===== config.mk =====
export PLATFORM = sky130hd
export DESIGN_NAME = servo_status_packet_checker_core
export DESIGN_NICKNAME = d
export VERILOG_FILES = /design/src/hw/rtl/sspc_pkg.sv /design/src/hw/rtl/servo_status_packet_checker_core.sv /design/src/hw/rtl/sspc_check.sv
export SDC_FILE = /design/constraint.sdc
export NUM_CORES = 1
export LEC_CHECK = 0
export BUFFER_PORTS_ARGS = -buffer_cell sky130_fd_sc_hd__buf_4
export CORE_UTILIZATION = 46
export CTS_CLUSTER_SIZE = 12
export DETAILED_ROUTE_END_ITERATION = 10
export PLACE_DENSITY = 0.64
export SETUP_SLACK_MARGIN = 0.15
export SLEW_MARGIN = 20
export SYNTH_ARGS = -nofsm -noshare
export SYNTH_HDL_FRONTEND = slang
export SYNTH_SLANG_ARGS = --single-unit

===== constraint.sdc =====
create_clock -name i_clk -period 14.6 [get_ports i_clk]
set_input_delay 2.19 -clock i_clk [delete_from_list [all_inputs] [get_ports i_clk]]
set_output_delay 2.19 -clock i_clk [all_outputs]
set_load 0.005 [all_outputs]

===== src/hw/rtl/sspc_pkg.sv =====
// ----------------------------------------------------------------------------
// sspc_pkg - shared types and constants of the servo status packet checker
// Status codes, packet constants and the check result record.
// ----------------------------------------------------------------------------
`default_nettype none

package sspc_pkg;

    localparam int unsigned BufferDepthDefault = 8;
    localparam logic [7:0]  DeviceIdReset      = 8'd1;

    localparam logic [7:0]  HdrByte  = 8'hFF;
    localparam int unsigned MinBytes = 6;
    localparam logic [7:0]  LenMin   = 8'd2;
    localparam logic [7:0]  LenMax   = 8'd4;
    // bytes before the checksum that are not counted in the length field
    localparam logic [3:0]  LenOverhead = 4'd4;
    // the checker only ever looks at the first eight stored bytes
    localparam int unsigned CheckBytes = 8;

    typedef enum logic [2:0] {
        ST_OK           = 3'd0,
        ST_NO_RESPONSE  = 3'd1,
        ST_INCOMPLETE   = 3'd2,
        ST_BAD_HEADER   = 3'd3,
        ST_ID_MISMATCH  = 3'd4,
        ST_BAD_LENGTH   = 3'd5,
        ST_BAD_CHECKSUM = 3'd6
    } t_status;

    typedef struct packed {
        t_status     status;
        logic [15:0] value;
        logic        load_err;
        logic [7:0]  err_byte;
    } t_check_res;

endpackage

`default_nettype wire


===== src/hw/rtl/servo_status_packet_checker_core.sv =====
// ----------------------------------------------------------------------------
// servo_status_packet_checker_core - servo status reply checker
// Collects reply bytes and checks the packet on each end-of-reception item.
// ----------------------------------------------------------------------------
// Each input item is either a received byte (tuser 0) or an end-of-reception
// mark (tuser 1). Bytes are stored up to BUFFER_DEPTH, later ones dropped. An
// end mark yields one result item with status, value and the latched servo
// error byte, and clears the byte count. An item is taken into the input
// register; the check runs combinationally on the stored bytes and the result
// register loads when the end mark leaves the input register. Data bytes move
// on every cycle; an end mark waits only while an earlier result is still held
// and not taken, so throughput is one item per cycle while no end mark waits.
// The device id register is written through i_cfg_wr_en / i_cfg_wr_data; the
// user must do so only while the block is idle, which the block does not enforce.
`default_nettype none

module servo_status_packet_checker_core #(
    parameter int unsigned BUFFER_DEPTH = sspc_pkg::BufferDepthDefault
) (
    input  wire logic        i_clk,
    input  wire logic        i_rst_n,
    input  wire logic        i_cfg_wr_en,
    input  wire logic [7:0]  i_cfg_wr_data,
    input  wire logic        s_axis_tvalid,
    output logic             s_axis_tready,
    input  wire logic [7:0]  s_axis_tdata,   // [7:0] rx_byte
    input  wire logic        s_axis_tuser,   // [0] func
    output logic             m_axis_tvalid,
    input  wire logic        m_axis_tready,
    output logic [31:0]      m_axis_tdata    // [2:0] status, [18:3] value,
                                             // [26:19] servo_error, rest zero
);

    localparam int unsigned CntW = $clog2(BUFFER_DEPTH + 1);
    localparam int unsigned IdxW = $clog2(BUFFER_DEPTH);

    logic [7:0]            r_device_id;
    logic                  r_in_valid;
    logic                  r_in_func;
    logic [7:0]            r_in_byte;
    logic [7:0]            r_store [BUFFER_DEPTH];
    logic [CntW-1:0]       r_count;
    logic [7:0]            r_servo_err;
    logic                  r_out_valid;
    sspc_pkg::t_status     r_out_status;
    logic [15:0]           r_out_value;
    logic [7:0]            r_out_err;

    logic                  advance;
    logic [7:0]            n_servo_err;
    logic [sspc_pkg::CheckBytes-1:0][7:0] chk_bytes;
    sspc_pkg::t_check_res  chk_res;

    // data bytes never touch the result register
    assign advance = r_in_valid && (!r_in_func || !r_out_valid || m_axis_tready);
    assign s_axis_tready = !r_in_valid || advance;

    always_comb begin
        for (int i = 0; i < sspc_pkg::CheckBytes; i++) begin
            chk_bytes[i] = r_store[i];
        end
    end

    sspc_check #(
        .BUFFER_DEPTH(BUFFER_DEPTH)
    ) u_check (
        .i_bytes     (chk_bytes),
        .i_count     (r_count),
        .i_device_id (r_device_id),
        .o_res       (chk_res)
    );

    assign n_servo_err = chk_res.load_err ? chk_res.err_byte : r_servo_err;

    always_ff @(posedge i_clk) begin
        if (!i_rst_n) begin
            r_device_id <= sspc_pkg::DeviceIdReset;
        end else if (i_cfg_wr_en) begin
            r_device_id <= i_cfg_wr_data;
        end
    end

    // input register
    always_ff @(posedge i_clk) begin
        if (!i_rst_n) begin
            r_in_valid <= 1'b0;
        end else if (s_axis_tready) begin
            r_in_valid <= s_axis_tvalid;
        end
    end

    always_ff @(posedge i_clk) begin
        if (s_axis_tready && s_axis_tvalid) begin
            r_in_func <= s_axis_tuser;
            r_in_byte <= s_axis_tdata;
        end
    end

    // byte store and count
    always_ff @(posedge i_clk) begin
        if (advance && !r_in_func && r_count < CntW'(BUFFER_DEPTH)) begin
            r_store[r_count[IdxW-1:0]] <= r_in_byte;
        end
    end

    always_ff @(posedge i_clk) begin
        if (!i_rst_n) begin
            r_count     <= '0;
            r_servo_err <= '0;
        end else if (advance) begin
            if (r_in_func) begin
                r_count     <= '0;
                r_servo_err <= n_servo_err;
            end else if (r_count < CntW'(BUFFER_DEPTH)) begin
                r_count <= r_count + CntW'(1);
            end
        end
    end

    // result register
    always_ff @(posedge i_clk) begin
        if (!i_rst_n) begin
            r_out_valid <= 1'b0;
        end else if (advance && r_in_func) begin
            r_out_valid <= 1'b1;
        end else if (m_axis_tready) begin
            r_out_valid <= 1'b0;
        end
    end

    always_ff @(posedge i_clk) begin
        if (advance && r_in_func) begin
            r_out_status <= chk_res.status;
            r_out_value  <= chk_res.value;
            r_out_err    <= n_servo_err;
        end
    end

    assign m_axis_tvalid = r_out_valid;
    assign m_axis_tdata  = {5'd0, r_out_err, r_out_value, r_out_status};

endmodule

`default_nettype wire


===== src/hw/rtl/sspc_check.sv =====
// ----------------------------------------------------------------------------
// sspc_check - packet check logic
// Checks the stored reply bytes and count and gives status, value and error.
// ----------------------------------------------------------------------------
`default_nettype none

module sspc_check #(
    parameter int unsigned BUFFER_DEPTH = sspc_pkg::BufferDepthDefault,
    localparam int unsigned CntW = $clog2(BUFFER_DEPTH + 1)
) (
    input  wire logic [sspc_pkg::CheckBytes-1:0][7:0] i_bytes,
    input  wire logic [CntW-1:0]                      i_count,
    input  wire logic [7:0]                           i_device_id,
    output sspc_pkg::t_check_res                      o_res
);

    logic [7:0]  len;
    logic [2:0]  len_s;
    logic [CntW-1:0] need;
    logic [7:0]  sum;
    logic [7:0]  chk;
    logic        len_ok;

    assign len   = i_bytes[3];
    assign len_s = len[2:0];
    assign need  = CntW'(len_s) + CntW'(sspc_pkg::LenOverhead);
    assign len_ok = (len >= sspc_pkg::LenMin) && (len <= sspc_pkg::LenMax);

    // sum of id through last parameter (inverted at the compare) and the checksum byte
    always_comb begin
        sum = i_bytes[2] + i_bytes[3] + i_bytes[4];
        if (len_s >= 3'd3) begin
            sum = sum + i_bytes[5];
        end
        if (len_s == 3'd4) begin
            sum = sum + i_bytes[6];
        end
        case (len_s)
            3'd2:    chk = i_bytes[5];
            3'd3:    chk = i_bytes[6];
            default: chk = i_bytes[7];
        endcase
    end

    always_comb begin
        o_res.value    = '0;
        o_res.load_err = 1'b0;
        o_res.err_byte = i_bytes[4];
        if (i_count == '0) begin
            o_res.status = sspc_pkg::ST_NO_RESPONSE;
        end else if (i_count < CntW'(sspc_pkg::MinBytes)) begin
            o_res.status = sspc_pkg::ST_INCOMPLETE;
        end else if (i_bytes[0] != sspc_pkg::HdrByte || i_bytes[1] != sspc_pkg::HdrByte) begin
            o_res.status = sspc_pkg::ST_BAD_HEADER;
        end else if (i_bytes[2] != i_device_id) begin
            o_res.status = sspc_pkg::ST_ID_MISMATCH;
        end else if (!len_ok) begin
            o_res.status = sspc_pkg::ST_BAD_LENGTH;
        end else if (i_count < need) begin
            o_res.status = sspc_pkg::ST_INCOMPLETE;
        end else if (~sum != chk) begin
            o_res.status = sspc_pkg::ST_BAD_CHECKSUM;
        end else begin
            o_res.status   = sspc_pkg::ST_OK;
            o_res.load_err = 1'b1;
            case (len_s)
                3'd3:    o_res.value = {8'd0, i_bytes[5]};
                3'd4:    o_res.value = {i_bytes[6], i_bytes[5]};
                default: o_res.value = '0;
            endcase
        end
    end

endmodule

`default_nettype wire


==> key figures <==
Detailed routing
  • Metal3 WL: 774 um
  • DRT Wirelength: 14000 um
  • Via count: 4120
  • TritonRoute pass-1 iters: 5
  • Max layer used: met4
  • Avg WL per Cell: 18.6 um
  • Routed wl met2: 7040 um
  • Post-DRT Antenna Nets: 0
  • WL met1: 5810 um
  • Vias per Instance: 5.49
  • Iteration-0 DRC Markers: 252
  • DRC: 0

Layout
  • Core Util, Final: 55.5%
  • # nets final: 620
  • Inserted Diodes: 0
  • Syn-to-layout area delta: 16.4%
  • Fin cells: 751
  • Layout cell share with drive strength beyond 1: 19.0%
  • Commonest non-fill, non-tap cells in the layout: 100 x edfxtp_1, 51 x buf_4, 39 x nand2_1
  • Commonest non-fill, non-tap cell in the layout: edfxtp_1

Setup path
  • Worst reg2reg startpoint: r_store[3][1]
  • Arr. time, crit path: 6.80 ns
  • Critical path class: register to register
  • Cell Chain, Critical Path: inv_1, fa_1, inv_1, ha_1, inv_1, fa_1, nor2b_1, o31a_1, a21oi_1, ha_1, nand2_1, nor3_1, a2111oi_0, nand4_1, ha_1, a21oi_1, o21ai_1, xnor2_1, nor2_1, xnor3_1, or4_1, nor4b_1
  • FF-to-FF setup slack: 8.01 ns
  • Max stage delay on crit path: 0.95 ns
  • CP Launch Type: register
  • Bufs and invs on worst path: 3
  • Slowest stage cell on the critical path: or4_1
  • Reg2reg path depth: 22
  • Critical path's top delay family: simple AND/OR/NAND/NOR gates
  • Nature of the critical path endpoint: register
  • CP Max Fanout: 16
  • FF-to-FF End: r_out_value[5]
  • Req. time, crit path: 14.81 ns

Timing
  • Final Hold Vio Count: 0
  • Post-layout worst setup margin: 8.01 ns
  • Worst Max-Slew Pin Slew: 1.10 ns
  • Period utilisation layout: 45.2%
  • Min Tclk post-route: 6.59 ns
  • WHS: 0.456 ns
  • Final Max Slew Viols: 0
  • Final Skew: 0.0140 ns
  • Post-Route Setup TNS: 0 ns
  • F_max: 0.152 GHz
  • RSZ-0062 raised after global routing: false
  • Setup Viol. Count Final: 0
  • Max-slew headroom: 26.4%

Clock network
  • CTS Sinks: 122
  • H-tree depth: 4
  • TritonCTS Buffers: 17
  • Root buffer cell: clkbuf_16
  • Clock-pin slew on the worst setup and hold paths: 0.06 ns
  • # resized after CTS: 0
  • Hold buffer count at cts: 0
  • CTS tree: built
  • Worst-skew pair later-pin latency: 0.42 ns
  • Post-CTS setup buffer count: 0
  • Clock buffer depth: 2

Worst hold path
  • Hold EP: r_servo_err[2]
  • Hold path start: r_servo_err[2]
  • Hold crit path type: register to register
  • Hold Path Cell Cnt: 2

Power and ir drop
  • Leak pwr: 0.00279 uW
  • Max VDD drop: 107 uV
  • Pwr dens: 108 nW/um2

Global route
  • Gr ovfl total: 0
  • Pin count of the biggest net entering global routing: 31
  • First-pass GRT wire length: 22100 um
  • Antenna violations before repair: 0
  • GRT Util Overall: 20.9%
  • Number of global-route vias before repair: 4189

Synthesis
  • Post-Syn Area: 6390 um2
  • Async SR Flop Fraction: 0%
  • Cell taking the most area after synthesis: edfxtp_1
  • Synthesis-stage register bit count: 122
  • Library cells used by synthesis: 69
  • Number of synthesized flops with an enable pin: 100
  • Post-synth top area share: 47.0%
  • Mapped Cells: 511
  • Syn_area_per_cell: 12.5 um2
  • Ys Warns: 0
  • Synth area leaders: edfxtp_1 47%, dfxtp_1 6.9%, ha_1 5.1%
  • Register area share after synthesis: 53.9%
  • Top_reg_cell synth: edfxtp_1

Floorplanning
  • DIE AREA: 14400 um2
  • # rows: 42
  • Die W: 120 um
  • IO Pins: 56
  • Initial Utilization: 47.7%
  • Die height: 120 um
  • Core box area: 13400 um2

Placed design
  • Dpl cells: 719
  • Hpwl dp: 10500 um
  • GP Congestion: 0.902
  • Pre-CTS WS: 8.08 ns
  • # port buffers: 50

Status
  • Run status: complete, no violations

Run
  • Max-Cap Viols: 0
synthesized netlist by cell type, types with 3 or more instances:
master / number
mux2_2: 10
inv_1: 33
o21a_1: 3
or3_1: 3
nor3_1: 5
xor2_1: 3
buf_2: 7
a21o_1: 8
o21ai_1: 3
xnor2_1: 23
and2_1: 3
buf_4: 5
nor2_1: 23
nor2b_1: 14
nor3b_1: 3
buf_6: 4
nand2_1: 39
nand2b_1: 8
mux2i_1: 26
nor4b_1: 8
fa_1: 10
ha_1: 26
nand3_1: 11
a211oi_1: 3
a21boi_0: 6
edfxtp_1: 100
and3_1: 3
clkbuf_1: 7
nor4_2: 8
o21ai_0: 15
nand4_1: 7
dfxtp_1: 22
a21oi_1: 17
sequential cells by signal (all words and copies together) (netlist names), 3 cells and up:
register and count:
r_in_byte 8, r_out_err 8, r_out_value 16, r_device_id 8, r_servo_err 8, r_count 4
r_store 64, r_out_status 3
how the worst max path moves through the flow:
| stage | slack, ns | cells past startpoint | end | start |
|---|---|---|---|---|
| after floorplan | 9.17 | 25 | r_out_value[7] | r_store[3][1] |
| after global placement | 8.31 | 22 | r_out_value[0] | r_store[3][1] |
| after detailed placement | 8.08 | 22 | r_out_value[6] | r_store[3][1] |
| after CTS | 8.01 | 22 | r_out_value[5] | r_store[3][1] |
| after global routing | 7.62 | 22 | r_out_value[5] | r_store[3][1] |
| final | 8.01 | 22 | r_out_value[5] | r_store[3][1] |
through the flow:
step                area (um2)  total power [uW]
CTS                       7440               805
global placement          6870               414
detailed placement        6880               415
global route              7440               822
finish                    7440               801
floorplan                 6400               403
cell families after synthesis:
family / count (synthesis) / synth area share [%]
compound gates: 81 / 8.74
xor+xnor: 28 / 4.27
fa+ha+maj: 37 / 8.39
buf+inv: 56 / 4.19
flops: 122 / 53.9
mux: 39 / 6.54
other cells: 1 / 0.0587
simple gates: 147 / 13.9
area by class of cell:
| type | instances | area (um2) |
|---|---|---|
| Clock buffer | 18 | 429 |
| Clock inverter | 14 | 131 |
| Fill cell | 1124 | 5960 |
| Inverter | 33 | 124 |
| Multi-Input combinational cell | 337 | 2710 |
| Sequential cell | 122 | 3440 |
| Tap cell | 176 | 220 |
| Timing Repair Buffer | 51 | 383 |
metal layers:
metal  GRT usage (%)  vias to the layer above
li1                -                     1977
met1            25.7                     2005
met2            35.1                      113
met3            4.85                       25
met4            9.45                        0
met5               0                        -
report_power, final:
part           total (uW)  leakage [uW]  switching (uW)  internal (uW)
combinational        18.7       0.00142            8.87           9.84
clock                 393      0.000268             146            247
sequential            389       0.00110            6.49            382
total                 801       0.00279             161            640
worst min-delay path, cell delays in order (launching register included):
cell     delay [ns]
dfxtp_1        0.31
nand2_1        0.05
mux2i_1        0.05
(Power assumes the default switching activity.)
